## config.mk

```make
export PLATFORM = sky130hd
export DESIGN_NAME = bph_prep
export DESIGN_NICKNAME = d
export VERILOG_FILES = /design/src/hdl/bph_pkg.sv /design/src/hdl/bph_prep.sv
export SDC_FILE = /design/constraint.sdc
export NUM_CORES = 1
export LEC_CHECK = 0
export ABC_AREA = 0
export ABC_CLOCK_PERIOD_IN_PS = 3600
export BUFFER_PORTS_ARGS = -buffer_cell sky130_fd_sc_hd__buf_2
export CAP_MARGIN = 20
export CORE_ASPECT_RATIO = 0.9
export CORE_MARGIN = 5
export CORE_UTILIZATION = 40
export CTS_CLUSTER_SIZE = 8
export DETAILED_ROUTE_END_ITERATION = 7
export PLACE_DENSITY_LB_ADDON = 0.3
export SYNTH_ARGS = -nofsm -noshare
export SYNTH_HDL_FRONTEND = slang
export SYNTH_SLANG_ARGS = --single-unit
export TNS_END_PERCENT = 30
```

## constraint.sdc

```tcl
create_clock -name clk -period 3.6 [get_ports clk]
set_input_delay 0.18 -clock clk [delete_from_list [all_inputs] [get_ports clk]]
set_output_delay 0.18 -clock clk [all_outputs]
set_load 0.03 [all_outputs]
```

## src/hdl/bph_pkg.sv

```systemverilog
// Shared types and constants of the banded projection bit hash.
// No dependencies; used by every RTL file of the block.
`timescale 1ns / 1ps

package bph_pkg;

    // Field and register widths
    localparam int DIM_W      = 11;    // frame dimension, band size
    localparam int DIM_MAX    = 2047;  // largest value a dimension register holds
    localparam int THR_W      = 8;
    localparam int PIX_W      = 8;
    localparam int BAND_W     = 6;
    localparam int NBAND_W    = 6;     // band count register
    localparam int CNT_W      = 11;    // per-column set count
    localparam int NFLAG      = 63;    // band flags per frame
    localparam int LAST_BAND  = 62;
    localparam int CFG_IDX_W  = 3;
    localparam int CFG_DATA_W = 11;

    // Register indexes
    localparam logic [CFG_IDX_W-1:0] CFG_DIRECTION  = 3'd0;
    localparam logic [CFG_IDX_W-1:0] CFG_FRAME_ROWS = 3'd1;
    localparam logic [CFG_IDX_W-1:0] CFG_FRAME_COLS = 3'd2;
    localparam logic [CFG_IDX_W-1:0] CFG_BAND_COUNT = 3'd3;
    localparam logic [CFG_IDX_W-1:0] CFG_THRESHOLD  = 3'd4;

    // Register reset values
    localparam int ROWS_RESET  = 180;
    localparam int COLS_RESET  = 320;
    localparam int BANDS_RESET = 18;
    localparam int THR_RESET   = 100;

    // Frame setup, latched at the first pixel of each frame
    typedef struct packed {
        logic             dir;
        logic [DIM_W-1:0] rows;
        logic [DIM_W-1:0] cols;
        logic [THR_W-1:0] thr;
        logic [DIM_W-1:0] bsize;
    } frame_cfg_t;

    // One run of result items: flags[0] goes out with band index k,
    // then the flags shift down until k reaches last_k.
    typedef struct packed {
        logic [NFLAG-1:0]  flags;
        logic [BAND_W-1:0] k;
        logic [BAND_W-1:0] last_k;
        logic              last_en;
    } burst_t;

endpackage

```

## src/hdl/bph_prep.sv

```systemverilog
// Configuration registers and the band size divider.
// Depends on bph_pkg; feeds the frame setup to the top level.
`timescale 1ns / 1ps

module bph_prep #(
    parameter int MAX_ROWS = 1024,
    parameter int MAX_COLS = 1024
) (
    input  logic                           clk,
    input  logic                           rst_n,
    input  logic                           cfg_write,
    input  logic [bph_pkg::CFG_IDX_W-1:0]  cfg_index,
    input  logic [bph_pkg::CFG_DATA_W-1:0] cfg_data,
    output bph_pkg::frame_cfg_t            next_cfg,
    output logic                           next_ok
);

    localparam int MAXR_C = (MAX_ROWS > bph_pkg::DIM_MAX) ? bph_pkg::DIM_MAX : MAX_ROWS;
    localparam int MAXC_C = (MAX_COLS > bph_pkg::DIM_MAX) ? bph_pkg::DIM_MAX : MAX_COLS;
    localparam int STEPS  = bph_pkg::DIM_W;
    localparam int STEP_W = $clog2(STEPS);

    logic                         dir_reg;
    logic [bph_pkg::DIM_W-1:0]    rows_reg;
    logic [bph_pkg::DIM_W-1:0]    cols_reg;
    logic [bph_pkg::NBAND_W-1:0]  bands_reg;
    logic [bph_pkg::THR_W-1:0]    thr_reg;

    logic                         busy_reg;
    logic                         ok_reg;
    logic [STEP_W-1:0]            step_reg;
    logic [bph_pkg::DIM_W-1:0]    quo_reg;
    logic [bph_pkg::NBAND_W-1:0]  rem_reg;
    logic [bph_pkg::DIM_W-1:0]    bsize_reg;

    logic [bph_pkg::DIM_W-1:0]    rows_c;
    logic [bph_pkg::DIM_W-1:0]    cols_c;
    logic [bph_pkg::DIM_W-1:0]    lines;
    logic [bph_pkg::NBAND_W-1:0]  divisor;
    logic [bph_pkg::NBAND_W:0]    trial;
    logic                         trial_ge;
    logic [bph_pkg::NBAND_W-1:0]  rem_next;
    logic [bph_pkg::DIM_W-1:0]    quo_next;

    // zero becomes one, oversize saturates
    function automatic logic [bph_pkg::DIM_W-1:0] clamp_dim(
        input logic [bph_pkg::DIM_W-1:0] v,
        input logic [bph_pkg::DIM_W-1:0] maxv
    );
        logic [bph_pkg::DIM_W-1:0] r;
        if (v == '0)
            r = bph_pkg::DIM_W'(1);
        else if (v > maxv)
            r = maxv;
        else
            r = v;
        return r;
    endfunction

    assign rows_c  = clamp_dim(rows_reg, bph_pkg::DIM_W'(MAXR_C));
    assign cols_c  = clamp_dim(cols_reg, bph_pkg::DIM_W'(MAXC_C));
    assign lines   = dir_reg ? cols_c : rows_c;
    assign divisor = (bands_reg == '0) ? bph_pkg::NBAND_W'(1) : bands_reg;

    // one restoring division step per cycle
    assign trial    = {rem_reg, quo_reg[bph_pkg::DIM_W-1]};
    assign trial_ge = trial >= {1'b0, divisor};
    assign rem_next = trial_ge ? bph_pkg::NBAND_W'(trial - {1'b0, divisor})
                               : trial[bph_pkg::NBAND_W-1:0];
    assign quo_next = {quo_reg[bph_pkg::DIM_W-2:0], trial_ge};

    // registers, divider control; any write restarts the division
    always_ff @(posedge clk or negedge rst_n)
    begin
        if (!rst_n)
        begin
            dir_reg   <= 1'b0;
            rows_reg  <= bph_pkg::DIM_W'(bph_pkg::ROWS_RESET);
            cols_reg  <= bph_pkg::DIM_W'(bph_pkg::COLS_RESET);
            bands_reg <= bph_pkg::NBAND_W'(bph_pkg::BANDS_RESET);
            thr_reg   <= bph_pkg::THR_W'(bph_pkg::THR_RESET);
            busy_reg  <= 1'b0;
            ok_reg    <= 1'b0;
            step_reg  <= '0;
            quo_reg   <= '0;
            rem_reg   <= '0;
            bsize_reg <= bph_pkg::DIM_W'(1);
        end
        else if (cfg_write)
        begin
            busy_reg <= 1'b0;
            ok_reg   <= 1'b0;
            case (cfg_index)
                bph_pkg::CFG_DIRECTION:  dir_reg   <= cfg_data[0];
                bph_pkg::CFG_FRAME_ROWS: rows_reg  <= cfg_data;
                bph_pkg::CFG_FRAME_COLS: cols_reg  <= cfg_data;
                bph_pkg::CFG_BAND_COUNT: bands_reg <= cfg_data[bph_pkg::NBAND_W-1:0];
                bph_pkg::CFG_THRESHOLD:  thr_reg   <= cfg_data[bph_pkg::THR_W-1:0];
                default: ;
            endcase
        end
        else if (!ok_reg && !busy_reg)
        begin
            busy_reg <= 1'b1;
            quo_reg  <= lines;
            rem_reg  <= '0;
            step_reg <= STEP_W'(STEPS - 1);
        end
        else if (busy_reg)
        begin
            rem_reg <= rem_next;
            quo_reg <= quo_next;
            if (step_reg == '0)
            begin
                busy_reg  <= 1'b0;
                ok_reg    <= 1'b1;
                bsize_reg <= (quo_next == '0) ? bph_pkg::DIM_W'(1) : quo_next;
            end
            else
            begin
                step_reg <= step_reg - STEP_W'(1);
            end
        end
    end

    assign next_cfg.dir   = dir_reg;
    assign next_cfg.rows  = rows_c;
    assign next_cfg.cols  = cols_c;
    assign next_cfg.thr   = thr_reg;
    assign next_cfg.bsize = bsize_reg;
    assign next_ok        = ok_reg;

endmodule

```

==> impl_metrics.py <==
metrics = {
    "clocking": {
        "postCtsResizedCells": 0,
        "cts.clk_slew.worst_paths_ps": 70,
        "tritoncts.num_buffers": 9,
        "clock_sinks": 71,
        "clk-insertion-delay-late_ps": 340,
        "clockBufferDepth": 2,
        "cts_tree": "done",
        "h-tree-depth": 3,
        "hold_buffers": 0,
        "post_cts.repair.setup_buffers": 0,
        "clock-root-buffer": "clkbuf_8",
    },
    "synthesis": {
        "synth-compound-area-share_pct": 9.96,
        "synth_top_area_cell": "dfrtp_1",
        "synth_nets": 333,
        "ys_types": 52,
        "ys.flop_type": "dfrtp_1",
        "synthTopCellsByCount": "dfrtp_1, mux2_2, nor2b_1",
        "yosysMostFrequentCell": "dfrtp_1",
        "synth_top_area_share_pct": 42.1,
        "synth_area_leaders": "dfrtp_1, mux2_2, dfstp_2",
        "async_flop_share_pct": 100,
        "synth-xor-area-share_pct": 0.749,
        "ys_warn_count": 0,
        "synth_cells": 308,
        "synthAdderAreaFrac_pct": 3.07,
        "synth_area_um2": 3510,
        "yosys.area_share.simple_pct": 14.6,
        "avgSynthCellArea_um2": 11.4,
        "synthMuxAreaShare_pct": 17.1,
        "synth_top_family_by_area": "multiplexers",
        "synth_edf_count": 0,
        "ys_seq_area_share_pct": 51.1,
        "synth_seq_cells": 71,
    },
    "sta": {
        "finalCriticalPeriod_ps": 2280,
        "period_share_pct": 63.2,
        "rsz0062_at_grt": "no",
        "slew_headroom_pct": 41.7,
        "final_max_slew_viol_count": 0,
        "fin_ws_ps": 1320,
        "setup_viol": 0,
        "hold_violations": 0,
        "finalSetupTns_ps": 0,
        "fin_hold_ws_ps": 42.1,
        "worstMarginPinSlew_ps": 875,
        "max_freq_ghz": 0.440,
        "skew_ps": 8.72,
    },
    "die": {
        "boundaryPins": 60,
        "dieArea_um2": 10700,
        "core_region_area_um2": 8570,
        "rows": 32,
        "die_w_um": 109,
        "dieHeight_um": 98.8,
        "initial_core_util_pct": 40.9,
    },
    "worst_setup_path": {
        "crit_type": "register to register",
        "cp.required_ps": 3850,
        "worstPathMaxFanout": 4,
        "path_delay_family": "adder cells",
        "cp_num_buf_inv": 0,
        "slowest_delay_ps": 570,
        "end_kind": "register",
        "crit_slowest_cell": "dfstp_2",
        "startpoint_type": "register",
        "cp.arrival_ps": 2530,
        "crit_chain": "nor3_1 -> a31o_2 -> ha_1 -> fa_1 -> nand2b_1 -> a21oi_1 -> xor2_1 -> mux2i_1 -> o21ai_0",
    },
    "grt": {
        "met3_usage_pct": 4.06,
        "grt_pass1_wl_mm": 13.4,
        "grt.overflow.total": 0,
        "antenna_found_initial": 0,
        "grt_max_degree": 72,
        "grt_busiest_layer": "met2",
        "gr-usage-met2_pct": 23.9,
        "grt_usage_pct": 15.8,
        "grt_pass1_vias": 2674,
        "gr-usage-met1_pct": 22.5,
    },
    "min_path": {
        "min_path_type": "primary input to asynchronous set/reset pin",
    },
    "pwr": {
        "p_leak_nw": 1.89,
        "p_total_mw": 2.82,
        "peakVddDrop_mv": 0.300,
        "p_per_area_nw_per_um2": 693,
    },
    "routing": {
        "dr_total_vias": 2629,
        "drcViolationCount": 0,
        "routed_via_density": 5.34,
        "postRouteAntennaNets": 0,
        "wirelength_mm": 7.93,
        "wl_per_cell_um": 16.1,
        "drt_iter0_markers": 111,
        "drtPass1Iterations": 4,
    },
    "finish": {
        "drive_gt1_share_pct": 35.9,
        "nNetsFinal": 393,
        "area_growth_pct": 16.2,
        "fill_cells": 844,
        "diodes": 0,
        "final_cells": 492,
    },
    "placement": {
        "placed_cells": 476,
        "place_congestion": 0.846,
        "numPortBuffers": 59,
        "dp_slack_ps": 1340,
        "dp_hpwl_mm": 5.85,
    },
    "flow_run": {
        "cap_violations": 0,
    },
    "status": {
        "status": "finished, final reports clean",
    },
}
[logic make-up after synthesis]
family                   count (synthesis)
buffers and inverters                   27
flip-flops                              71
AND/OR/NAND/NOR                         93
XOR/XNOR                                 3
AO/OA/AOI/OAI                           52
multiplexers                            54
adder cells (fa/ha/maj)                  8
[where the power goes]
group	internal, mW	switching [mW]	total [mW]	leakage [nW]
clock network	0.266	0.280	0.546	0.0861
logic	0.437	0.631	1.07	0.932
registers	1.01	0.197	1.21	0.869
total	1.72	1.11	2.82	1.89
[worst paths after layout]
path                       depth (start not counted)          from      endpoint  slack [ps]
hold reg to reg                                    1  bsize_reg[3]  bsize_reg[3]         480
min in group clk                                   2  cfg_data[10]  rows_reg[10]          80
hold / removal                                     2         rst_n  cols_reg[10]          40
setup reg to reg                                   9  bands_reg[1]    rem_reg[4]        1320
setup / recovery                                   9  bands_reg[1]    rem_reg[4]        1320
max in group asynchronous                          2         rst_n    rem_reg[5]        3000
[metal layers]
layer  wire length, um  vias up  part of all wire [%]
met5                 0        -                     0
met4                74        0                  0.93
met3               434        8                   5.5
met2              3670       73                    46
met1              3760     1318                    47
li1                  -     1230                     -
[layout by cell type (no fill, tap or decap), types with 2 or more instances in the layout]
cell,n
and2_1,2
a221oi_1,2
dfstp_2,12
mux2_2,39
nor4_1,6
nor3_1,10
a22o_1,2
ha_1,7
o21ai_0,14
nor2b_1,21
clkbuf_8,10
a221o_1,2
a211o_1,2
buf_2,59
a31oi_1,3
or2_2,2
clkbuf_1,2
inv_1,12
nand3_1,7
buf_4,4
nand2_1,13
nor2_1,19
clkinv_2,3
xnor2_1,2
mux2i_1,7
nand2b_1,3
a22oi_1,6
dfrtp_1,59
mux2_1,8
o311ai_0,2
a21oi_1,10
[layout make-up]
type	count	area [um2]	area share (%)
flip-flops and latches	71	1790	44.0
inverters	13	48.8	1.20
clock inverters	4	22.5	0.553
repair buffers	63	325	7.98
clock buffers	12	145	3.56
well taps	119	149	3.65
multi-input cells	210	1590	39.1
[through the flow]
step	area, um2	util (%)
after global routing	4080	47.6
after detailed placement	3910	45.6
after CTS	4080	47.6
after global placement	3910	45.6
after floorplan	3510	-
final	4080	47.6
Power figures use the tool's default switching activity.
