### src/hdl/bph_pkg.sv
// Shared types and constants of the banded projection bit hash.
// No dependencies; used by every RTL file of the block.
`timescale 1ns / 1ps

package bph_pkg;

    // Field and register widths
    localparam int DIM_W      = 11;    // frame dimension, band size
    localparam int DIM_MAX    = 2047;  // largest value a dimension register holds
    localparam int THR_W      = 8;
    localparam int PIX_W      = 8;
    localparam int BAND_W     = 6;
    localparam int NBAND_W    = 6;     // band count register
    localparam int CNT_W      = 11;    // per-column set count
    localparam int NFLAG      = 63;    // band flags per frame
    localparam int LAST_BAND  = 62;
    localparam int CFG_IDX_W  = 3;
    localparam int CFG_DATA_W = 11;

    // Register indexes
    localparam logic [CFG_IDX_W-1:0] CFG_DIRECTION  = 3'd0;
    localparam logic [CFG_IDX_W-1:0] CFG_FRAME_ROWS = 3'd1;
    localparam logic [CFG_IDX_W-1:0] CFG_FRAME_COLS = 3'd2;
    localparam logic [CFG_IDX_W-1:0] CFG_BAND_COUNT = 3'd3;
    localparam logic [CFG_IDX_W-1:0] CFG_THRESHOLD  = 3'd4;

    // Register reset values
    localparam int ROWS_RESET  = 180;
    localparam int COLS_RESET  = 320;
    localparam int BANDS_RESET = 18;
    localparam int THR_RESET   = 100;

    // Frame setup, latched at the first pixel of each frame
    typedef struct packed {
        logic             dir;
        logic [DIM_W-1:0] rows;
        logic [DIM_W-1:0] cols;
        logic [THR_W-1:0] thr;
        logic [DIM_W-1:0] bsize;
    } frame_cfg_t;

    // One run of result items: flags[0] goes out with band index k,
    // then the flags shift down until k reaches last_k.
    typedef struct packed {
        logic [NFLAG-1:0]  flags;
        logic [BAND_W-1:0] k;
        logic [BAND_W-1:0] last_k;
        logic              last_en;
    } burst_t;

endpackage

### src/hdl/bph_emit.sv
// Result queue: two runs of hash bits, sent one item per cycle while out_ready is high.
// Depends on bph_pkg; the top level grants input by the fill count.
`timescale 1ns / 1ps

module bph_emit (
    input  logic                       clk,
    input  logic                       rst_n,
    input  logic                       push,
    input  bph_pkg::burst_t            push_data,
    input  logic                       out_ready,
    output logic                       out_valid,
    output logic                       hash_bit,
    output logic [bph_pkg::BAND_W-1:0] band_index,
    output logic                       last,
    output logic [1:0]                 fill,
    output logic                       retire
);

    bph_pkg::burst_t q0_reg;
    bph_pkg::burst_t q1_reg;
    bph_pkg::burst_t q0_adv;
    logic [1:0]      fill_reg;
    logic [1:0]      fill_next;
    logic            take;
    logic            at_end;

    assign out_valid  = fill_reg != 2'd0;
    assign hash_bit   = q0_reg.flags[0];
    assign band_index = q0_reg.k;
    assign at_end     = q0_reg.k == q0_reg.last_k;
    assign last       = q0_reg.last_en && at_end;
    assign take       = out_valid && out_ready;
    assign retire     = take && at_end;
    assign fill       = fill_reg;

    // head run after one item leaves
    always_comb
    begin
        q0_adv       = q0_reg;
        q0_adv.flags = q0_reg.flags >> 1;
        q0_adv.k     = q0_reg.k + bph_pkg::BAND_W'(1);
    end

    assign fill_next = fill_reg - 2'(retire) + 2'(push);

    // queue entries
    always_ff @(posedge clk)
    begin
        if (retire)
        begin
            if (fill_reg == 2'd2)
                q0_reg <= q1_reg;
            else if (push)
                q0_reg <= push_data;
        end
        else
        begin
            if (take)
                q0_reg <= q0_adv;
            if (push)
            begin
                if (fill_reg == 2'd0)
                    q0_reg <= push_data;
                else
                    q1_reg <= push_data;
            end
        end
    end

    always_ff @(posedge clk or negedge rst_n)
    begin
        if (!rst_n)
            fill_reg <= 2'd0;
        else
            fill_reg <= fill_next;
    end

endmodule

### config.mk
export PLATFORM = sky130hd
export DESIGN_NAME = bph_emit
export DESIGN_NICKNAME = d
export VERILOG_FILES = /design/src/hdl/bph_pkg.sv /design/src/hdl/bph_emit.sv
export SDC_FILE = /design/constraint.sdc
export NUM_CORES = 1
export LEC_CHECK = 0
export BUFFER_PORTS_ARGS = -buffer_cell sky130_fd_sc_hd__buf_2
export CAP_MARGIN = 20
export CORE_MARGIN = 2
export CORE_UTILIZATION = 39
export DETAILED_ROUTE_END_ITERATION = 16
export GPL_TIMING_DRIVEN = 0
export PLACE_DENSITY_LB_ADDON = 0.15
export RECOVER_POWER = 50
export SYNTH_ARGS = -nofsm -noshare
export SYNTH_HDL_FRONTEND = slang
export SYNTH_SLANG_ARGS = --single-unit
### constraint.sdc
create_clock -name clk -period 3.92 [get_ports clk]
set_input_delay 0.588 -clock clk [delete_from_list [all_inputs] [get_ports clk]]
set_output_delay 0.588 -clock clk [all_outputs]
set_load 0.02 [all_outputs]
==> summary.txt, run 1 <==
STA
  • RSZ-0062 raised after global routing: no
  • Worst clock skew: 0.00947 ns
  • Min cycle time layout: 3.16 ns
  • Worst hold slack: 0.347 ns
  • Max Slew Vio Count: 0
  • Worst setup margin: 0.760 ns
  • Final period util: 0.806
  • Worst Tran Pin Value: 0.995 ns
  • Peak Freq: 316 MHz
  • Fin. Hold Viols: 0
  • Relative slew slack: 0.337
  • TNS Setup: 0 ns
  • Final setup fails: 0

Hold path
  • Hold/Removal Path Class: in -> reg

Power and ir drop
  • Clock power share: 0.237
  • Leakage power: 2.83 nW
  • Reg power frac: 0.436
  • PD cells: 759 nW/um^2
  • Peak VDD IR: 0.425 mV
  • Logic gate share of total power: 0.327
  • Internal power: 4.36 mW
  • Pwr Total: 6.59 mW
  • Sw Pwr: 2.23 mW
  • Net Sw Frac: 0.338

GRT
  • First-pass GRT wire length: 28.3 mm
  • Pin count of the biggest net entering global routing: 57
  • Antenna violations before repair: 0
  • Gr usage total: 0.180
  • Overflow after GRT: 0
  • Number of global-route vias before repair: 5338

Yosys
  • Post-synth net total: 599
  • Netlist cell types: 39
  • Area contributors post-synth: edfxtp_1 61%, mux2i_1 8.9%, o22a_1 7.4%
  • Most common cell in the netlist: edfxtp_1
  • Register area share after synthesis: 0.619
  • Synthesized area per cell: 14.4 sq um
  • Mapped cell area: 7460 sq um
  • Top cell type's share of synthesized area: 0.612
  • FF+latch count, synth: 154
  • Number of flops mapped to enable cells by yosys: 152
  • Synthesized instance count: 517
  • FFs w/ async S/R, synth: 0.0130
  • Synth warnings: 0
  • Synth top cells by count: 152 x edfxtp_1, 66 x mux2i_1, 63 x o22a_1
  • Area leader, netlist: edfxtp_1
  • Synth Flop Type: edfxtp_1

Placed design
  • PortBufs: 91
  • Final GP Congestion: 0.784
  • Final HPWL DP: 11.5 mm
  • Post-place instance area: 8320 sq um
  • Pre-CTS WS: 1.13 ns
  • Dpl cells: 848

Floorplanning
  • Starting Density: 0.399
  • Die height: 142 um
  • Top Ports: 92
  • Core Area: 18700 sq um
  • Row Count: 50
  • Die Wd: 142 um
  • Die area: 20200 sq um

Detailed routing
  • Drt initial violations: 296
  • Vias/cell: 5.73
  • Final routed DRC violation total: 0
  • ANT nets after route: 0
  • Drt first pass iters: 5
  • WL final: 17.3 mm
  • Vias: 5045
  • WL/cell: 19.7 um

Final layout
  • Area grow syn2layout: 16.4%
  • Share of layout cells above drive strength 1: 0.119
  • Final Non-Filler Cells: 881
  • Util after Layout: 0.464
  • Max FFs per register: 76
  • Final-stage net count: 716
  • Post-route cell area: 8680 sq um
  • Antenna fix cells: 0

Setup path
  • Worst Path Arrival: 3.25 ns
  • CP Max Fanout: 56
  • Crit Path Category: reg -> reg
  • CP endpoint kind: flop
  • Worst Path Required: 4.01 ns
  • CP startpoint kind: flop

Clock network
  • CTS Buf Count: 17
  • Max Root-Sink Buffers: 2
  • Reg clk slew, reported paths: 0.07 ns
  • Post-CTS sizing: 0
  • Post CTS Setup Buffer Count: 0
  • Clock sink count: 154
  • CTS H-tree depth: 4
  • Root buf cell: clkbuf_16
  • Later-pin clock latency in the skew report: 0.43 ns
  • CTS tree: built

Job
  • Max-cap violations: 0

Outcome
  • Status: finished, final reports clean
routing by layer:
| layer | share of wire | wire length, um | GRT usage |
|---|---|---|---|
| met3 | 0.043 | 746 | 0.0431 |
| met4 | 0.020 | 344 | 0.0695 |
| met2 | 0.46 | 7910 | 0.282 |
| met1 | 0.48 | 8320 | 0.244 |
| met5 | 0 | 0 | 0 |
cell families (layout without fill, tap and decap cells):
family                     Yosys count  in the layout  synth area share
AOI/OAI and AO/OA                  210            210             0.222
DFF                                154            154             0.619
adders and majority gates            2              2           0.00336
muxes                               66             66            0.0886
buffers and inverters               46            176            0.0334
xor gates and xnor gates            11             11            0.0129
and+or+nand+nor                     28             28            0.0213
cell type report:
class / count / area (sq um)
well taps: 234 / 293
multi-input cells: 317 / 2510
clock buffers: 17 / 425
clock inverters: 15 / 129
flip-flops and latches: 154 / 4610
plain buffers: 44 / 224
inverters: 2 / 7.51
fillers: 1741 / 10000
repair buffers: 98 / 473
placed cells by master, fill, tap and decap left out, types with 10 or more instances in the layout:
cell type	synthesis	layout
edfxtp_1	152	152
clkbuf_1	11	104
mux2i_1	66	66
o22a_1	63	63
o211ai_1	40	54
o21ai_0	35	41
o21ai_1	31	25
buf_2	19	19
clkbuf_16	0	17
xor2_1	10	10
o211ai_2	24	10
what timing repair did:
item                                   4_1_cts  5_1_grt
setup endpoints to repair                    0        0
hold buffers                                 1        0
endpoints found under the hold margin        2        0
power by group through the flow:
stage	combinational [mW]	clock (mW)	sequential, mW
after floorplan	1.66	0	2.88
after global placement	2.19	0	2.92
after detailed placement	2.26	0	2.90
after CTS	2.27	1.59	2.88
after global routing	2.40	1.66	2.94
final	2.15	1.56	2.88
worst paths after layout:
kind                       slack (ns)  depth (start not counted)                 from              endpoint
max                              0.76                          7    fill[0]$_DFF_PN0_  q1_reg[17]$_DFFE_PP_
max in group asynchronous        3.31                          2                rst_n     fill[1]$_DFF_PN0_
min                              0.35                          1         push_data[4]   q1_reg[4]$_DFFE_PP_
min reg2reg                      0.54                          1  q1_reg[0]$_DFFE_PP_   q0_adv[0]$_DFFE_PP_
max reg2reg                      0.76                          7    fill[0]$_DFF_PN0_  q1_reg[17]$_DFFE_PP_
min in group asynchronous        0.48                          2                rst_n     fill[0]$_DFF_PN0_
critical path, cell delays in order, from the launching register on:
cell and delay [ns]:
dfrtp_1 0.46, o21ai_0 0.39, nor3_1 0.09, nand2_1 0.20, buf_6 0.21, buf_6 0.18
and3_1 0.84, buf_16 0.35
Note: power is estimated with default switching activity, not from simulation.
==> run 2: changes to the inputs <==
--- a/config.mk
+++ b/config.mk
@@ -5,6 +5,7 @@
 export SDC_FILE = /design/constraint.sdc
 export NUM_CORES = 1
 export LEC_CHECK = 0
+export ABC_AREA = 1
 export BUFFER_PORTS_ARGS = -buffer_cell sky130_fd_sc_hd__buf_2
 export CAP_MARGIN = 20
 export CORE_MARGIN = 2
==> constraint.sdc (replaced) <==
create_clock -name clk -period 2.7 [get_ports clk]
set_input_delay 0.405 -clock clk [delete_from_list [all_inputs] [get_ports clk]]
set_output_delay 0.405 -clock clk [all_outputs]
set_load 0.02 [all_outputs]
==> summary.txt, run 2 <==
Outcome
  • Status: finished, final reports clean (unchanged)

Setup path
  • CP startpoint kind: flop (unchanged)
  • Worst Path Required: 2.30 ns (was 4.01 ns)
  • Crit Path Category: reg -> out (was reg -> reg)
  • Crit-path cells: xor2_1, nor2_2, nand3_4, nor2_8, buf_8, buf_8, buf_2 (was o21ai_0, nor3_1, nand2_1, buf_6, buf_6, and3_1, buf_16)
  • CP Max Fanout: 11 (was 56)
  • CP endpoint kind: primary output (was flop)
  • CP most frequent cell: buf_8 (was buf_6)
  • Worst Path Arrival: 2.18 ns (was 3.25 ns)
  • Worst path slowest cell: edfxtp_1 (was and3_1)
  • CP peak stage delay: 0.47 ns (was 0.84 ns)

Yosys
  • Synthesized instance count: 651 (was 517)
  • Netlist cell types: 35 (was 39)
  • Post-synth net total: 733 (was 599)
  • Synthesized area per cell: 12.0 sq um (was 14.4 sq um)
  • Number of flops mapped to enable cells by yosys: 152 (unchanged)
  • Area leader, netlist: edfxtp_1 (unchanged)
  • Mapped cell area: 7830 sq um (was 7460 sq um)
  • Synth top cells by count: 152 x edfxtp_1, 122 x nand2_1, 75 x mux2_2 (was 152 x edfxtp_1, 66 x mux2i_1, 63 x o22a_1)
  • FFs w/ async S/R, synth: 0.0130 (unchanged)
  • Area contributors post-synth: edfxtp_1 58%, mux2_2 11%, o21bai_1 5.9% (was edfxtp_1 61%, mux2i_1 8.9%, o22a_1 7.4%)
  • Synth Flop Type: edfxtp_1 (unchanged)
  • Most common cell in the netlist: edfxtp_1 (unchanged)
  • Top cell type's share of synthesized area: 0.583 (was 0.612)
  • Synth warnings: 0 (unchanged)
  • Register area share after synthesis: 0.589 (was 0.619)
  • FF+latch count, synth: 154 (unchanged)

STA
  • Worst clock skew: 0.0123 ns (was 0.00947 ns)
  • Min cycle time layout: 2.59 ns
  • Peak Freq: 387 MHz
  • Worst Tran Pin Value: 0.667 ns (was 0.995 ns)
  • Final setup fails: 0 (unchanged)
  • Final period util: 0.958
  • Fin. Hold Viols: 0 (unchanged)
  • Max Slew Vio Count: 0 (unchanged)
  • Relative slew slack: 0.555 (was 0.337)

GRT
  • Number of global-route vias before repair: 5656 (was 5338)
  • Antenna violations before repair: 0 (unchanged)
  • Overflow after GRT: 0 (unchanged)
  • Pin count of the biggest net entering global routing: 38 (was 57)
  • Gr usage total: 0.179 (was 0.180)
  • First-pass GRT wire length: 30.1 mm (was 28.3 mm)

Detailed routing
  • WL final: 18.8 mm (was 17.3 mm)
  • ANT nets after route: 0 (unchanged)
  • Drt first pass iters: 4 (was 5)
  • Vias: 5607 (was 5045)
  • WL/cell: 17.8 um (was 19.7 um)
  • Final routed DRC violation total: 0 (unchanged)
  • Drt initial violations: 315 (was 296)
  • Vias/cell: 5.31 (was 5.73)

Floorplanning
  • Core Area: 19600 sq um (was 18700 sq um)
  • Starting Density: 0.400 (was 0.399)
  • Die area: 21200 sq um (was 20200 sq um)
  • Top Ports: 92 (unchanged)
  • Die height: 146 um (was 142 um)
  • Die Wd: 146 um (was 142 um)
  • Row Count: 51 (was 50)

Power and ir drop
  • Pwr Total: 10.1 mW (was 6.59 mW)
  • Leakage power: 3.23 nW (was 2.83 nW)
  • Peak VDD IR: 0.494 mV (was 0.425 mV)
  • PD cells: 1080 nW/um^2 (was 759 nW/um^2)

Final layout
  • Final-stage net count: 860 (was 716)
  • Max FFs per register: 76 (unchanged)
  • Commonest non-fill, non-tap cell in the layout: edfxtp_1 (unchanged)
  • Most frequent cells in the layout: 152 x edfxtp_1, 122 x nand2_1, 92 x clkbuf_1 (was 152 x edfxtp_1, 104 x clkbuf_1, 66 x mux2i_1)
  • Final Non-Filler Cells: 1056 (was 881)
  • Area grow syn2layout: 19.4% (was 16.4%)
  • Antenna fix cells: 0 (unchanged)
  • Share of layout cells above drive strength 1: 0.233 (was 0.119)
  • Number of fill cells in the layout: 1837 (was 1741)

Placed design
  • Dpl cells: 1013 (was 848)
  • Final GP Congestion: 0.824 (was 0.784)
  • PortBufs: 91 (unchanged)
  • Final HPWL DP: 12.7 mm (was 11.5 mm)

Clock network
  • CTS Buf Count: 17 (unchanged)
  • Later-pin clock latency in the skew report: 0.43 ns (about the same)
  • CTS H-tree depth: 4 (unchanged)
  • Post-CTS sizing: 0 (unchanged)
  • Root buf cell: clkbuf_16 (unchanged)
  • Max Root-Sink Buffers: 2 (unchanged)
  • Reg clk slew, reported paths: 0.07 ns (about the same)
  • Clock sink count: 154 (unchanged)
  • CTS tree: built (unchanged)

Job
  • Max-cap violations: 0 (unchanged)

Hold path
  • Hold/Removal Path Class: in -> reg (unchanged)
run 2: what timing repair did:
item / in CTS / in global routing
pin swaps: 1 / 1
hold buffers: 1 / 0
gates cloned: 1 / 0
setup buffers: 1 / 8
endpoints found under the setup margin: 71 / 1
endpoints found under the hold margin: 2 / 0
run 2: cell type report:
class / instances / area (sq um) / share of cell area
flip-flops and latches: 154 / 4610 / 0.494
multi-input cells: 436 / 2870 / 0.307
repair buffers: 107 / 571 / 0.0610
clock buffers: 18 / 429 / 0.0459
well taps: 265 / 332 / 0.0355
plain buffers: 44 / 298 / 0.0319
clock inverters: 14 / 171 / 0.0183
inverters: 18 / 67.6 / 0.00723
run 2: worst max-delay path, delay by kind of cell, from the launching register on:
| family | cells | cell delay, ns |
|---|---|---|
| AND/OR/NAND/NOR | 3 | 0.53 |
| flip-flops | 1 | 0.47 |
| XOR/XNOR | 1 | 0.19 |
| buffers and inverters | 3 | 0.56 |
run 2: kinds of logic after synthesis:
kind of cell	count (synthesis)	share of synthesized area
XOR/XNOR	5	0.00559
adder cells (fa/ha/maj)	2	0.00320
AND/OR/NAND/NOR	154	0.0833
flip-flops	154	0.589
AO/OA/AOI/OAI	199	0.163
multiplexers	75	0.108
buffers and inverters	62	0.0476
run 2: metrics by stage:
step / hold slack, ns / setup WS, ns / TNS (ns) / util / cell area, sq um
global route: 0.145 / -0.0133 / -0.0133 / 0.477 / 9350
finish: 0.164 / 0.115 / 0 / 0.477 / 9350
floorplan: 0.109 / -0.809 / -83.91 / - / 7860
detailed placement: 0.194 / -0.0815 / -3.62 / 0.449 / 8800
CTS: 0.150 / 0.00878 / 0 / 0.481 / 9420
global placement: 0.190 / -1.99 / -240.14 / 0.441 / 8640
run 2: power by group:
group	switching, mW	internal (mW)
clock network	1.02	1.46
registers	0.436	3.72
logic	1.85	1.59
run 2: routing by layer:
metal / GRT usage / up-vias / wire length, um
li1: - / 2687 / -
met1: 0.234 / 2771 / 8510
met2: 0.294 / 135 / 9110
met3: 0.0495 / 14 / 996
met4: 0.0446 / 0 / 162
met5: 0 / - / 0
run 2: worst paths after layout:
kind,start,endpoint,slack [ns],cells past startpoint
max in group asynchronous,rst_n,fill[1]$_DFF_PN0_,2.27,2
max reg2reg,band_index[3]$_DFFE_PP_,q0_adv[48]$_DFFE_PP_,0.26,8
min,push_data[10],q1_reg[10]$_DFFE_PP_,0.16,1
min in group asynchronous,rst_n,fill[0]$_DFF_PN0_,0.29,2
max,band_index[3]$_DFFE_PP_,retire,0.11,7
min reg2reg,fill[1]$_DFF_PN0_,fill[1]$_DFF_PN0_,0.62,2
